## src/sv/vrla_pkg.sv

```systemverilog
// Shared types, constants and codes for the vector rate-limited approach block.
// Used by every module of the block; depends on nothing else.
package vrla_pkg;

	// Point store geometry.
	localparam int NUM_FEET   = 4;
	localparam int NUM_POINTS = NUM_FEET + 2;
	localparam int PT_IDX_W   = $clog2(NUM_POINTS);
	localparam int AXES       = 3;
	localparam int AX_W       = $clog2(AXES);

	// Data widths.
	localparam int COORD_W = 32;
	localparam int SPEED_W = 32;
	localparam int MS_W    = 16;
	localparam int ERR_W   = 32;
	localparam int PROD_W  = SPEED_W + MS_W;
	localparam int SUM_W   = ERR_W + 2;
	// The step is below 2^48 / 1000, which needs 39 bits.
	localparam int STEP_W  = 39;
	localparam int AXP_W   = ERR_W + 32;
	localparam int DVD_W   = SUM_W + 32;
	localparam int REM_W   = SUM_W;
	localparam int QUO_W   = PROD_W;
	localparam int DATA_W  = 32;
	localparam int ADDR_W  = 4;

	// Divider: two quotient bits per iteration.
	localparam int DIV_CNT_W = 5;
	localparam logic [DIV_CNT_W-1:0] DIV_IT_STEP  = DIV_CNT_W'(PROD_W / 2);
	localparam logic [DIV_CNT_W-1:0] DIV_IT_SHARE = DIV_CNT_W'(ERR_W / 2);

	localparam logic [REM_W-1:0] MS_PER_S = REM_W'(1000);

	localparam logic [PT_IDX_W-1:0] PT_BODY_POS  = PT_IDX_W'(0);
	localparam logic [PT_IDX_W-1:0] PT_BODY_ANG  = PT_IDX_W'(1);
	localparam logic [PT_IDX_W-1:0] PT_FOOT_BASE = PT_IDX_W'(2);
	localparam logic [AX_W-1:0]     AX_LAST      = AX_W'(AXES - 1);

	// Register reset values.
	localparam logic [DATA_W-1:0] RST_BODY_SPEED_MAX = 32'd6553600;
	localparam logic [DATA_W-1:0] RST_BODY_TURN_MAX  = 32'd65536;
	localparam logic [DATA_W-1:0] RST_FOOT_SPEED_MAX = 32'd26214400;

	typedef enum logic [1:0] {
		REG_ENABLED        = 2'd0,
		REG_BODY_SPEED_MAX = 2'd1,
		REG_BODY_TURN_MAX  = 2'd2,
		REG_FOOT_SPEED_MAX = 2'd3
	} reg_idx_t;

	typedef enum logic [1:0] {
		GRP_BODY_POS = 2'd0,
		GRP_BODY_ANG = 2'd1,
		GRP_FOOT     = 2'd2,
		GRP_INVALID  = 2'd3
	} group_t;

	typedef enum logic {
		CMD_MOVE  = 1'b0,
		CMD_FORCE = 1'b1
	} command_t;

	typedef struct packed {
		logic              enabled;
		logic [DATA_W-1:0] body_speed_max;
		logic [DATA_W-1:0] body_turn_max;
		logic [DATA_W-1:0] foot_speed_max;
	} cfg_t;

	typedef enum logic [3:0] {
		ST_IDLE,
		ST_DECODE,
		ST_STEP_START,
		ST_STEP_WAIT,
		ST_CHECK,
		ST_AX_MUL,
		ST_AX_START,
		ST_AX_WAIT,
		ST_AX_APPLY,
		ST_DONE
	} ctrl_state_t;

	typedef struct packed {
		logic            latch;
		logic            prep;
		logic            step_start;
		logic            step_load;
		logic            force_write;
		logic            ax_mul;
		logic            ax_start;
		logic            ax_apply;
		logic            load_rsp;
		logic [AX_W-1:0] axis;
	} dp_cmd_t;

	typedef struct packed {
		logic reject;
		logic force_load;
		logic step_ge_sum;
		logic div_done;
	} dp_sts_t;

endpackage

```

## src/sv/vrla_regs.sv

```systemverilog
// Configuration register file with its APB-style access port.
// Depends on vrla_pkg for the register map and the configuration struct.
module vrla_regs import vrla_pkg::*; (
	input  logic              clk,
	input  logic              arst_n,
	input  logic              psel,
	input  logic              penable,
	input  logic              pwrite,
	input  logic [ADDR_W-1:0] paddr,
	input  logic [DATA_W-1:0] pwdata,
	output logic [DATA_W-1:0] prdata,
	output logic              pready,
	output cfg_t              cfg
);

	cfg_t     cfg_q;
	reg_idx_t idx;
	logic     wr_en;

	assign idx    = reg_idx_t'(paddr[ADDR_W-1:2]);
	assign wr_en  = psel && penable && pwrite;
	assign pready = 1'b1;
	assign cfg    = cfg_q;

	always_ff @(posedge clk or negedge arst_n) begin
		if (!arst_n) begin
			cfg_q.enabled        <= 1'b0;
			cfg_q.body_speed_max <= RST_BODY_SPEED_MAX;
			cfg_q.body_turn_max  <= RST_BODY_TURN_MAX;
			cfg_q.foot_speed_max <= RST_FOOT_SPEED_MAX;
		end else if (wr_en) begin
			case (idx)
				REG_ENABLED: begin
					cfg_q.enabled <= pwdata[0];
				end
				REG_BODY_SPEED_MAX: begin
					cfg_q.body_speed_max <= pwdata;
				end
				REG_BODY_TURN_MAX: begin
					cfg_q.body_turn_max <= pwdata;
				end
				REG_FOOT_SPEED_MAX: begin
					cfg_q.foot_speed_max <= pwdata;
				end
				default: begin
				end
			endcase
		end
	end

	always_comb begin
		prdata = '0;
		case (idx)
			REG_ENABLED:        prdata = {{(DATA_W-1){1'b0}}, cfg_q.enabled};
			REG_BODY_SPEED_MAX: prdata = cfg_q.body_speed_max;
			REG_BODY_TURN_MAX:  prdata = cfg_q.body_turn_max;
			REG_FOOT_SPEED_MAX: prdata = cfg_q.foot_speed_max;
			default:            prdata = '0;
		endcase
	end

endmodule

```

## config.mk

```make
export PLATFORM = sky130hd
export DESIGN_NAME = vrla_regs
export DESIGN_NICKNAME = d
export VERILOG_FILES = /design/src/sv/vrla_pkg.sv /design/src/sv/vrla_regs.sv
export SDC_FILE = /design/constraint.sdc
export NUM_CORES = 1
export LEC_CHECK = 0
export ABC_AREA = 1
export BUFFER_PORTS_ARGS = -buffer_cell sky130_fd_sc_hd__buf_4
export CAP_MARGIN = 30
export CORE_MARGIN = 2
export CORE_UTILIZATION = 29
export CTS_BUF_LIST = sky130_fd_sc_hd__clkbuf_8
export DETAILED_ROUTE_END_ITERATION = 7
export PLACE_DENSITY = 0.62
export SLEW_MARGIN = 20
export SYNTH_ARGS = -nofsm -noshare
export SYNTH_HDL_FRONTEND = slang
export SYNTH_SLANG_ARGS = --single-unit
```

## constraint.sdc

```tcl
create_clock -name clk -period 0.8 [get_ports clk]
set_input_delay 0.04 -clock clk [delete_from_list [all_inputs] [get_ports clk]]
set_output_delay 0.04 -clock clk [all_outputs]
set_load 0.01 [all_outputs]
```

==> Yosys cells after proc, flatten, opt, wreduce, memory -nomap -nowiden <==
Cells that the tools add are included.
{ "totals": {"reg_bits": 97, "latch_bits": 0, "ram_bits": 0, "rom_bits": 0, "input_bits": 41, "output_inout_bits": 130, "elab_cells": 15, "n_memories": 0} }
{ "op_classes": {"addsub": 0, "n_mul": 0, "div": 0, "n_lt_le_gt_ge": 0, "eq_ne": 3, "shifts": 0, "n_mux": 1, "n_bitwise": 0, "reduce_logical": 7} }
{ "op_table": {"columns": ["op", "count"], "rows": [
  ["$pmux 32 s4", 1],
  ["$reduce_and 2->1", 4],
  ["$eq 2x2->1 const B", 2],
  ["$eq 2x1->1 const B", 1],
  ["$logic_and 1x1->1", 2],
  ["$logic_not 2->1", 1]
]} }

==> Logic depth before layout (Yosys ltp) <==
{ "logic_depth": {"depth_word": 3, "mapped_depth": 7} }

==> Worst setup path before layout <==
Ideal clock, no wire load.
{ "synth_path": {"kind": "input to register", "startpoint": "input port pwrite", "endpoint": "register cfg_q, in the netlist cfg[64]", "setup_time_ps": 65, "arrival_time_ps": 705, "slack_ps": 30, "path_stages": 5, "n_path_buf": 1, "cell_sequence": "nand3_1 -> nor2_2 -> buf_4 -> nand2_1 -> nand2_1"} }
{ "synth_between": {"elab_chain_cells": 2} }
{ "synth_rtl": {"columns": ["item", "line", "source"], "rows": [
  ["from (decl)", "vrla_regs.sv:8", "input logic pwrite,"],
  ["$logic_and 1x1->1", "vrla_regs.sv:21", "assign wr_en = psel && penable && pwrite;"],
  ["$reduce_and 2->1 (no line)", null, null],
  ["to (decl)", "vrla_regs.sv:16", "cfg_t cfg_q;"]
]} }
Every way passes these cells.
A chain may end at the register's enable or synchronous reset.

==> Worst setup path after layout <==
{ "layout_path": {"startpoint": "register cfg_q, in the netlist cfg[24]", "endpoint": "output port prdata[24]"} }
{ "layout_between": {"elab_chain_cells": 1} }
{ "layout_rtl": {"columns": ["item", "line", "source"], "rows": [
  ["$pmux 32 s4", "vrla_regs.sv:53", "case (idx)"],
  ["to (decl)", "vrla_regs.sv:11", "output logic [DATA_W-1:0] prdata,"]
]} }
Every way passes these cells.

==> results.py <==
metrics = {
    "timing": {
        "fmax_mhz": 825,
        "finalHoldViolCount": 0,
        "whs_ns": 0.101,
        "fin_crit_sh_pct": 152,
        "grt_setup_unrepaired": "true",
        "finalClockSkew_ns": 0,
        "setup_ws_ns": -0.412,
        "min_period_ns": 1.21,
        "setup_viol": 141,
        "slew_violations": 0,
    },
    "clocking": {
        "clock_sink_count": 97,
        "insertion_delay_ns": 0.37,
        "cts-buffers-inserted": 9,
        "root_buffer": "clkbuf_8",
        "clk_pin_slew_ns": 0.09,
        "clk_path_buf_depth": 2,
        "cts_tree": "yes",
        "htreeDepth": 3,
    },
    "grt": {
        "grt_pass1_vias": 4535,
        "grt.overflow.total": 0,
        "grt_use_total_pct": 19.5,
        "antenna_found_initial": 1,
        "grt_max_degree": 58,
        "grt_pass1_wl_mm": 24.5,
    },
    "route": {
        "vias": 4827,
        "drtPass1Iterations": 4,
        "drt_iter0_markers": 274,
        "wl_per_cell_um": 15.6,
        "vias_per_cell": 4.53,
        "drcViolationCount": 0,
        "ant_nets": 0,
        "wl_mm": 16.6,
    },
    "cells_and_area": {
        "finish.utilization_pct": 55.1,
        "drive_above_1_share_pct": 40.5,
        "syn2layout_area_growth_pct": 84.4,
        "mostFrequentLayoutCell": "nand2_1",
        "fin_area_um2": 8070,
        "nets": 916,
        "most-common-layout-cells": "nand2_1, buf_6, buf_4",
        "largest_reg_flops": 97,
    },
    "setup_path": {
        "cp-start-kind": "register",
        "arrival_ns": 1.17,
        "crit_cells": 3,
        "r2r_start": "cfg[86]",
        "cp_top_family": "flip-flops",
        "critPathKind": "reg2out",
        "r2r_end": "cfg[86]",
        "required_ns": 0.76,
        "cp_slowest_cell": "dfstp_2",
        "cpPeakStageDelay_ns": 0.55,
        "reg2reg_depth": 4,
        "cp-end-kind": "output port",
        "worst-path-buf-inv": 1,
        "endpoint": "prdata[24]",
        "path_max_fanout": 3,
        "crit_path_start": "cfg[24]",
        "timing.critical_path.cells": "nand2_1 -> nand3_1 -> buf_4",
        "reg2reg_setup_slack_ns": -0.08,
    },
    "outcome": {
        "violations": "setup timing",
        "outcome": "finished with violations",
    },
    "power": {
        "pwr-share-clk_pct": 19.2,
        "internal-power_uw": 12400,
        "combPwrFrac_pct": 42.2,
        "pwr-share-seq_pct": 38.6,
        "total_power_uw": 18100,
        "p_sw_uw": 5690,
        "swShare_pct": 31.5,
        "leakagePower_uw": 0.00436,
        "vdd_drop_max_mv": 1.10,
        "p_per_area_nw_per_um2": 2240,
    },
    "floorplan": {
        "floorplan.initialDensity_pct": 29.9,
        "die-area_um2": 16100,
        "core_area_um2": 14600,
        "fp.dieW_um": 127,
        "die_h_um": 127,
        "num_io_pins": 171,
        "num_rows": 44,
    },
    "placed_design": {
        "place_area_um2": 6070,
        "place_congestion": 0.771,
        "dpl.hpwl_mm": 9.80,
        "preCtsSetupSlack_ns": -0.201,
        "portBuffers": 167,
    },
    "synth": {
        "ys_types": 15,
        "yosys_warnings": 0,
        "mappedNetlistNets": 607,
        "synthArstFlopShare_pct": 100,
        "ys.flop_type": "dfrtp_1",
        "seq_area_frac_synth_pct": 55.7,
        "synth.avg_cell_area_um2": 7.73,
        "synth.area.top_cells": "dfrtp_1, nand2_1, dfstp_2",
        "synth_top_area_share_pct": 51.5,
        "synth-seq-cells": 97,
        "synthesis.area_um2": 4380,
        "synth_top_area_cell": "dfrtp_1",
        "synthCells": 566,
        "synth_edf_count": 0,
    },
    "run": {
        "drv_cap": 0,
    },
    "min_path": {
        "holdCritPathClass": "in2reg",
    },
}
[cell usage after synthesis (2+ instances only)]
master,count
buf_2,12
buf_4,10
buf_6,6
dfrtp_1,90
dfstp_2,7
inv_1,2
inv_2,4
nand2_1,386
nand2_2,6
nand3_1,36
nor2_2,2
nor2_4,2
[power by group through the flow]
stage          registers, uW  clock network, uW  logic (uW)
6_report                6970               3480        7620
5_1_grt                 7080               3770        8170
4_1_cts                 6940               3570        6210
3_5_place_dp            6930                  0        4610
3_3_place_gp            6920                  0        4540
2_1_floorplan           7230                  0        1310
[worst min path at each step]
| stage | start | endpoint | slack [ns] | depth (start not counted) |
|---|---|---|---|---|
| 2_1_floorplan | arst_n | cfg[0] | -0.26 | 0 |
| 5_1_grt | paddr[3] | cfg[96] | 0.13 | 5 |
| 4_1_cts | paddr[3] | cfg[96] | 0.07 | 5 |
| 3_3_place_gp | arst_n | cfg[41] | 0.04 | 2 |
| 6_report | paddr[3] | cfg[96] | 0.10 | 5 |
| 3_5_place_dp | arst_n | cfg[41] | 0.04 | 2 |
[worst reg2reg max path, stage by stage, from the launching register on]
cell,delay [ns]
dfstp_2,0.56
buf_6,0.10
buf_6,0.08
nand2_2,0.04
nand2_1,0.06
[what timing repair did]
| item | 4_1_cts | 5_1_grt |
|---|---|---|
| setup endpoints to repair | 130 | 137 |
| cloned | 0 | 0 |
| gates resized for setup | 127 | 83 |
| pin swaps | 43 | 31 |
| hold buffers | 33 | 0 |
| endpoints found under the hold margin | 194 | 0 |
| buffers inserted | 37 | 58 |
[through the flow]
stage          instances  setup TNS, ns
2_1_floorplan        566              0
3_3_place_gp         925         -16.09
3_5_place_dp         925         -17.40
4_1_cts             1011         -34.05
5_1_grt             1065         -42.12
6_report            1065         -35.20
[cells by family (layout without fill, tap and decap cells)]
logic type | Yosys count | after routing | synth area share (%)
simple gates | 434 | 434 | 39.1
flops | 97 | 97 | 55.7
other cells | 1 | 2 | 0.0857
buf+inv | 34 | 348 | 5.15
[final cells by class]
class	instances	area, um2
Sequential cell	97	2440
Antenna cell	1	2.50
Clock inverter	4	50.0
Inverter	6	22.5
Clock buffer	12	165
Multi-Input combinational cell	435	1820
Fill cell	1294	6570
Timing Repair Buffer	326	3340
Tap cell	184	230
[metal layers]
metal	global-route usage [%]	wire [um]	up-vias
li1	-	-	2331
met4	7.37	275	0
met2	32.4	8490	150
met1	25.1	7010	2327
met5	0	0	-
met3	3.96	826	19
Power figures use the tool's default switching activity.
