**src/sv/vrla_pkg.sv**
```systemverilog
// Shared types, constants and codes for the vector rate-limited approach block.
// Used by every module of the block; depends on nothing else.
package vrla_pkg;

	// Point store geometry.
	localparam int NUM_FEET   = 4;
	localparam int NUM_POINTS = NUM_FEET + 2;
	localparam int PT_IDX_W   = $clog2(NUM_POINTS);
	localparam int AXES       = 3;
	localparam int AX_W       = $clog2(AXES);

	// Data widths.
	localparam int COORD_W = 32;
	localparam int SPEED_W = 32;
	localparam int MS_W    = 16;
	localparam int ERR_W   = 32;
	localparam int PROD_W  = SPEED_W + MS_W;
	localparam int SUM_W   = ERR_W + 2;
	// The step is below 2^48 / 1000, which needs 39 bits.
	localparam int STEP_W  = 39;
	localparam int AXP_W   = ERR_W + 32;
	localparam int DVD_W   = SUM_W + 32;
	localparam int REM_W   = SUM_W;
	localparam int QUO_W   = PROD_W;
	localparam int DATA_W  = 32;
	localparam int ADDR_W  = 4;

	// Divider: two quotient bits per iteration.
	localparam int DIV_CNT_W = 5;
	localparam logic [DIV_CNT_W-1:0] DIV_IT_STEP  = DIV_CNT_W'(PROD_W / 2);
	localparam logic [DIV_CNT_W-1:0] DIV_IT_SHARE = DIV_CNT_W'(ERR_W / 2);

	localparam logic [REM_W-1:0] MS_PER_S = REM_W'(1000);

	localparam logic [PT_IDX_W-1:0] PT_BODY_POS  = PT_IDX_W'(0);
	localparam logic [PT_IDX_W-1:0] PT_BODY_ANG  = PT_IDX_W'(1);
	localparam logic [PT_IDX_W-1:0] PT_FOOT_BASE = PT_IDX_W'(2);
	localparam logic [AX_W-1:0]     AX_LAST      = AX_W'(AXES - 1);

	// Register reset values.
	localparam logic [DATA_W-1:0] RST_BODY_SPEED_MAX = 32'd6553600;
	localparam logic [DATA_W-1:0] RST_BODY_TURN_MAX  = 32'd65536;
	localparam logic [DATA_W-1:0] RST_FOOT_SPEED_MAX = 32'd26214400;

	typedef enum logic [1:0] {
		REG_ENABLED        = 2'd0,
		REG_BODY_SPEED_MAX = 2'd1,
		REG_BODY_TURN_MAX  = 2'd2,
		REG_FOOT_SPEED_MAX = 2'd3
	} reg_idx_t;

	typedef enum logic [1:0] {
		GRP_BODY_POS = 2'd0,
		GRP_BODY_ANG = 2'd1,
		GRP_FOOT     = 2'd2,
		GRP_INVALID  = 2'd3
	} group_t;

	typedef enum logic {
		CMD_MOVE  = 1'b0,
		CMD_FORCE = 1'b1
	} command_t;

	typedef struct packed {
		logic              enabled;
		logic [DATA_W-1:0] body_speed_max;
		logic [DATA_W-1:0] body_turn_max;
		logic [DATA_W-1:0] foot_speed_max;
	} cfg_t;

	typedef enum logic [3:0] {
		ST_IDLE,
		ST_DECODE,
		ST_STEP_START,
		ST_STEP_WAIT,
		ST_CHECK,
		ST_AX_MUL,
		ST_AX_START,
		ST_AX_WAIT,
		ST_AX_APPLY,
		ST_DONE
	} ctrl_state_t;

	typedef struct packed {
		logic            latch;
		logic            prep;
		logic            step_start;
		logic            step_load;
		logic            force_write;
		logic            ax_mul;
		logic            ax_start;
		logic            ax_apply;
		logic            load_rsp;
		logic [AX_W-1:0] axis;
	} dp_cmd_t;

	typedef struct packed {
		logic reject;
		logic force_load;
		logic step_ge_sum;
		logic div_done;
	} dp_sts_t;

endpackage

```
**src/sv/vrla_ctrl.sv**
```systemverilog
// Controller state machine: sequences one request through the datapath.
// Depends on vrla_pkg for the state type and the command and status structs.
module vrla_ctrl import vrla_pkg::*; (
	input  logic    clk,
	input  logic    arst_n,
	input  logic    req_valid,
	output logic    req_ready,
	output logic    rsp_valid,
	input  logic    rsp_ready,
	input  dp_sts_t sts,
	output dp_cmd_t cmd
);

	ctrl_state_t     state_q;
	ctrl_state_t     state_n;
	logic [AX_W-1:0] ax_q;
	logic [AX_W-1:0] ax_n;
	logic            rsp_valid_q;

	always_ff @(posedge clk or negedge arst_n) begin
		if (!arst_n) begin
			state_q     <= ST_IDLE;
			ax_q        <= '0;
			rsp_valid_q <= 1'b0;
		end else begin
			state_q <= state_n;
			ax_q    <= ax_n;
			if (cmd.load_rsp) begin
				rsp_valid_q <= 1'b1;
			end else if (rsp_ready) begin
				rsp_valid_q <= 1'b0;
			end
		end
	end

	always_comb begin
		state_n   = state_q;
		ax_n      = ax_q;
		req_ready = 1'b0;
		cmd       = '0;
		cmd.axis  = ax_q;
		case (state_q)
			ST_IDLE: begin
				req_ready = 1'b1;
				if (req_valid) begin
					cmd.latch = 1'b1;
					state_n   = ST_DECODE;
				end
			end
			ST_DECODE: begin
				cmd.prep = 1'b1;
				if (sts.reject) begin
					state_n = ST_DONE;
				end else if (sts.force_load) begin
					cmd.force_write = 1'b1;
					state_n         = ST_DONE;
				end else begin
					state_n = ST_STEP_START;
				end
			end
			ST_STEP_START: begin
				cmd.step_start = 1'b1;
				state_n        = ST_STEP_WAIT;
			end
			ST_STEP_WAIT: begin
				if (sts.div_done) begin
					cmd.step_load = 1'b1;
					state_n       = ST_CHECK;
				end
			end
			ST_CHECK: begin
				ax_n = '0;
				if (sts.step_ge_sum) begin
					cmd.force_write = 1'b1;
					state_n         = ST_DONE;
				end else begin
					state_n = ST_AX_MUL;
				end
			end
			ST_AX_MUL: begin
				cmd.ax_mul = 1'b1;
				state_n    = ST_AX_START;
			end
			ST_AX_START: begin
				cmd.ax_start = 1'b1;
				state_n      = ST_AX_WAIT;
			end
			ST_AX_WAIT: begin
				if (sts.div_done) begin
					state_n = ST_AX_APPLY;
				end
			end
			ST_AX_APPLY: begin
				cmd.ax_apply = 1'b1;
				if (ax_q == AX_LAST) begin
					state_n = ST_DONE;
				end else begin
					ax_n    = ax_q + AX_W'(1);
					state_n = ST_AX_MUL;
				end
			end
			ST_DONE: begin
				if (!rsp_valid_q || rsp_ready) begin
					cmd.load_rsp = 1'b1;
					state_n      = ST_IDLE;
				end
			end
			default: begin
				state_n = ST_IDLE;
			end
		endcase
	end

	assign rsp_valid = rsp_valid_q;

	a_no_overwrite: assert property (@(posedge clk) disable iff (!arst_n)
		cmd.load_rsp |-> (!rsp_valid_q || rsp_ready))
		else $error("result register overwritten before it was taken");

	a_axis_range: assert property (@(posedge clk) disable iff (!arst_n)
		ax_q <= AX_LAST)
		else $error("axis counter out of range");

	a_done_expected: assert property (@(posedge clk) disable iff (!arst_n)
		sts.div_done |-> (state_q == ST_STEP_WAIT || state_q == ST_AX_WAIT))
		else $error("divider finished while nobody waited for it");

endmodule

```
**config.mk**
```make
export PLATFORM = sky130hd
export DESIGN_NAME = vrla_ctrl
export DESIGN_NICKNAME = d
export VERILOG_FILES = /design/src/sv/vrla_pkg.sv /design/src/sv/vrla_ctrl.sv
export SDC_FILE = /design/constraint.sdc
export NUM_CORES = 1
export LEC_CHECK = 0
export BUFFER_PORTS_ARGS = -buffer_cell sky130_fd_sc_hd__buf_4
export CAP_MARGIN = 20
export CORE_ASPECT_RATIO = 1.25
export CORE_UTILIZATION = 30
export CTS_CLUSTER_DIAMETER = 120
export DETAILED_ROUTE_END_ITERATION = 10
export PLACE_DENSITY = 0.5
export SYNTH_ARGS = -nofsm -noshare
export SYNTH_HDL_FRONTEND = slang
export SYNTH_SLANG_ARGS = --single-unit
```
**constraint.sdc**
```tcl
create_clock -name clk -period 1.3 [get_ports clk]
set_input_delay 0.065 -clock clk [delete_from_list [all_inputs] [get_ports clk]]
set_output_delay 0.065 -clock clk [all_outputs]
set_load 0.005 [all_outputs]
```
; ---- Yosys cells after proc, flatten, opt, wreduce, memory -nomap -nowiden
; Cells that the tools add are included.
[totals]
word_cells = 55
inputBits = 8
reg_bits = 7
[op_classes]
n_mux = 29
n_addsub = 1
n_eq_ne = 15
reduce_logical = 7
[op_table]
columns = operator, count
row1 = 4-bit case mux with 10 select lines, 1
row2 = 4-bit 2-to-1 mux, 8
row3 = 1-bit 2-to-1 mux, 17
row4 = 4-bit by 3-bit equality test with 1-bit output (second input constant), 4
row5 = 2-bit inequality test (second input constant), 5
row6 = 4-bit by 2-bit equality test with 1-bit output (second input constant), 2
row7 = 4-bit equality test (second input constant), 2
row8 = 4-bit by 1-bit equality test with 1-bit output (second input constant), 1
row9 = 4-bit logical NOT, 1
row10 = 2-bit case mux with 2 select lines, 1
row11 = 4-bit AND reduction, 1
row12 = 2-bit nonzero test, 2
row13 = 2-bit by 1-bit adder with 2-bit output (second input constant), 1
row14 = 2-bit equality test (second input constant), 1
row15 = 2-bit 2-to-1 mux, 1
row16 = 1-bit case mux with 2 select lines, 1
row17 = 2-bit AND reduction, 1
row18 = 1-bit logical NOT, 1
row19 = 1-bit logical OR, 1

; ---- Longest topological paths before layout
[logic_depth]
word_depth = 5
depth_mapped = 6

; ---- Least setup slack after synthesis
; No wires, ideal clock.
[synth_timing]
path_type = register -> register
startpoint = register state_q[2]
endpoint = register state_q[2]
path_stages_with_launch = 4
setup_time_ps = 136
n_path_buf = 0
arrival_time_ps = 1168
synth_period_minus_slack_ps = 1304
setup_slack_ps = -4
cell_sequence = dfrtp_1 -> or3_4 -> o311ai_4 -> o32ai_1
[synth_via]
elab_chain_cells = 3
word_cells_on_any_way = 16
cone_classes = eq/ne (13) / mux (1) / reduce/logical (2)
[synth_lines]
columns = item, line
row1 = from (decl), vrla_ctrl.sv:14  ; ctrl_state_t state_q;
row2 = from (signal assigned), vrla_ctrl.sv:26  ; state_q <= state_n;
row3 = "4-bit equality test, or another cell as far along", vrla_ctrl.sv:42  ; case (state_q)
row4 = 2-bit inequality test (no line), -
row5 = 4-bit AND reduction (no line), -
; Several ways; a longest one is shown, not always the timed one.
; A chain may end at the register's enable or synchronous reset.

==> impl_metrics.py <==
metrics = {
    "drt": {
        "routed-wl-met2_mm": 1.127,
        "wl_mm": 1.980,
        "met3_length_um": 56,
        "top_layer": "met3",
        "met1_length_um": 796,
        "antenna_left": 0,
        "route.detailed.drc": 0,
        "first_pass_iters": 3,
        "drt-initial-drc-count": 5,
        "via_per_inst": 5.145,
        "vias": 746,
        "wire_per_inst_um": 13.66,
    },
    "synthesis": {
        "ys_ff_latch": 7,
        "avgSynthCellArea_um2": 8.437,
        "ys_async_sr_fraction_pct": 100.0,
        "syn_area_um2": 624.3,
        "synthCells": 74,
        "ys_warn_count": 0,
        "synth_edf_count": 0,
        "yosys_most_used_dff": "dfrtp_1",
        "syn-num-nets": 83,
        "yosysSeqAreaShare_pct": 28.06,
        "ys_types": 32,
    },
    "power": {
        "power_uw": 2629,
        "peakVddDrop_mv": 1.080,
        "power.density_nw_per_um2": 2266,
        "power_leakage_uw": 0.0005588,
    },
    "cts": {
        "cts_max_path_buffers": 2,
        "worstSkewPairLatency_ps": 250,
        "clock-sinks": 7,
        "cts.reportedPaths.clkPinSlew_ps": 60,
        "cts_tree": "done",
        "cts_root_buffer": "clkbuf_4",
        "numCtsBuffers": 3,
        "htree_levels": 1,
    },
    "critical_path": {
        "cp.arrival_ps": 1370,
        "worstSetupPathType": "flip-flop to output pin",
        "path_buf_inv": 2,
        "crit_path_max_fanout": 4,
        "required_ps": 1240,
        "max_stage_delay_ps": 410,
        "critPathCaptureType": "output pin",
        "worstPathCellList": "buf_6 -> nand2b_4 -> or2_1 -> nor2_1 -> buf_4",
        "critPathTopFamily": "simple AND/OR/NAND/NOR gates",
        "cp_slowest_cell": "dfrtp_1",
        "start_kind": "flip-flop",
    },
    "global_route": {
        "grt_pass1_vias": 721,
        "overflow": 0,
        "grt_usage_pct": 18.74,
        "antenna_found_initial": 0,
        "grt_first_pass_wirelength_mm": 3.118,
        "grt_max_degree": 10,
    },
    "sta": {
        "rsz0062_at_grt": "yes",
        "slew_viol_final": 0,
        "clock_skew_ps": 6.316,
        "setup_tns_ps": -949.4,
        "final.setup.worst_slack_ps": -134.8,
        "slew_headroom_pct": 82.66,
        "max_freq_mhz": 697.0,
        "min_period_ps": 1435,
        "fin_crit_sh_pct": 110.4,
        "worst_pin_slew_ps": 259.1,
        "setup_viol": 12,
        "hold_violations": 0,
    },
    "final_layout": {
        "fin_nets": 135,
        "diodes": 0,
        "final_common_cell": "buf_4",
        "syn_to_final_growth_pct": 85.77,
        "final_util_pct": 59.20,
        "final_cell_mix": "buf_4 (41), buf_6 (10), nor2_1 (7)",
        "final_cell_area_um2": 1160,
        "layout-drive-gt1-share_pct": 56.80,
    },
    "floorplanning": {
        "core-area_um2": 1959,
        "die_y_um": 53.01,
        "fp.dieW_um": 42.81,
        "boundaryPins": 21,
        "row_count": 18,
        "initial_core_util_pct": 31.86,
        "dieArea_um2": 2269,
    },
    "flow_run": {
        "drv_cap": 0,
    },
    "hold_path": {
        "hold_path.class": "input port to flip-flop",
    },
    "placed_design": {
        "dpl_cell_area_um2": 917.1,
        "post-place-ws_ps": -28.28,
        "numPortBuffers": 20,
        "hpwl_mm": 1.394,
        "gp_congestion": 0.7349,
    },
    "run_status": {
        "violations": "negative setup slack",
        "outcome": "complete, but fails checks",
    },
}
==> where the power goes <==
part | switching, uW | internal (uW) | leakage (uW) | total, uW
logic | 855 | 1170 | 0.000455 | 2030
clock network | 82.3 | 117 | 0.0000150 | 200
registers | 91.7 | 311 | 0.0000889 | 403
==> worst reg2reg max path, delay by kind of cell, from the launching register on <==
family	cells	cell delay, ps
flip-flops	1	410
AND/OR/NAND/NOR	1	380
AO/OA/AOI/OAI	2	360
buffers and inverters	1	130
==> stage by stage <==
step | hold WS (ps) | std cells
2_1_floorplan | -230.6 | 74
3_3_place_gp | -113.9 | 128
3_5_place_dp | -114.7 | 128
4_1_cts | 37.29 | 141
5_1_grt | 59.16 | 145
6_report | 50.39 | 145
==> logic make-up after synthesis <==
| family | after synthesis | share of synthesized area, % |
|---|---|---|
| adders and majority gates | 1 | 2.004 |
| buffers and inverters | 7 | 5.210 |
| DFF | 7 | 28.06 |
| and+or+nand+nor | 37 | 33.67 |
| AOI/OAI and AO/OA | 22 | 31.06 |
==> cells in the mapped netlist, types with 2 or more instances <==
| library cell | count | area share (%) |
|---|---|---|
| buf_2 | 5 | 4.0 |
| a22o_1 | 2 | 2.8 |
| o21ai_1 | 5 | 4.0 |
| o31ai_2 | 2 | 4.0 |
| dfrtp_1 | 7 | 28 |
| nand3b_1 | 2 | 2.4 |
| inv_1 | 2 | 1.2 |
| nor2_1 | 7 | 4.2 |
| a2bb2oi_1 | 3 | 4.2 |
| nor2b_1 | 6 | 6.0 |
| nand2b_1 | 4 | 4.0 |
| nor3_1 | 4 | 3.2 |
| nand2_1 | 6 | 3.6 |
==> timing repair <==
item / CTS / global route
setup endpoints to repair: 13 / 15
resized for setup: 16 / 9
pin swaps: 10 / 4
endpoints found under the hold margin: 7 / 0
buffers inserted: 9 / 4
hold buffers: 1 / 0
==> final timing paths <==
path                             from         end  slack (ps)  cells past startpoint
setup / recovery           state_q[1]      cmd[2]        -130                      5
hold / removal                 sts[0]  state_q[2]          50                      2
setup reg to reg           state_q[0]  state_q[2]        -110                      4
hold reg to reg               ax_q[1]     ax_q[1]         610                      2
max in group asynchronous      arst_n  state_q[3]        1010                      2
min in group asynchronous      arst_n     ax_q[0]         160                      2
==> per-layer routing <==
layer / vias up / track usage, %
met5: - / 0
met1: 357 / 20.54
met3: 0 / 4.437
met4: 0 / 4.688
li1: 375 / -
met2: 14 / 35.61
==> sequential cells by signal, summed over array words and instances (netlist names) <==
name       flops
state_q        4
rsp_valid      1
ax_q           2
==> cell type report <==
type / instances / area (um2)
fillers: 182 / 799.5
multi-input cells: 60 / 494.2
repair buffers: 52 / 430.4
flip-flops and latches: 7 / 176.4
clock buffers: 4 / 26.28
well taps: 20 / 25.02
inverters: 2 / 7.507
Power figures use the tool's default switching activity.
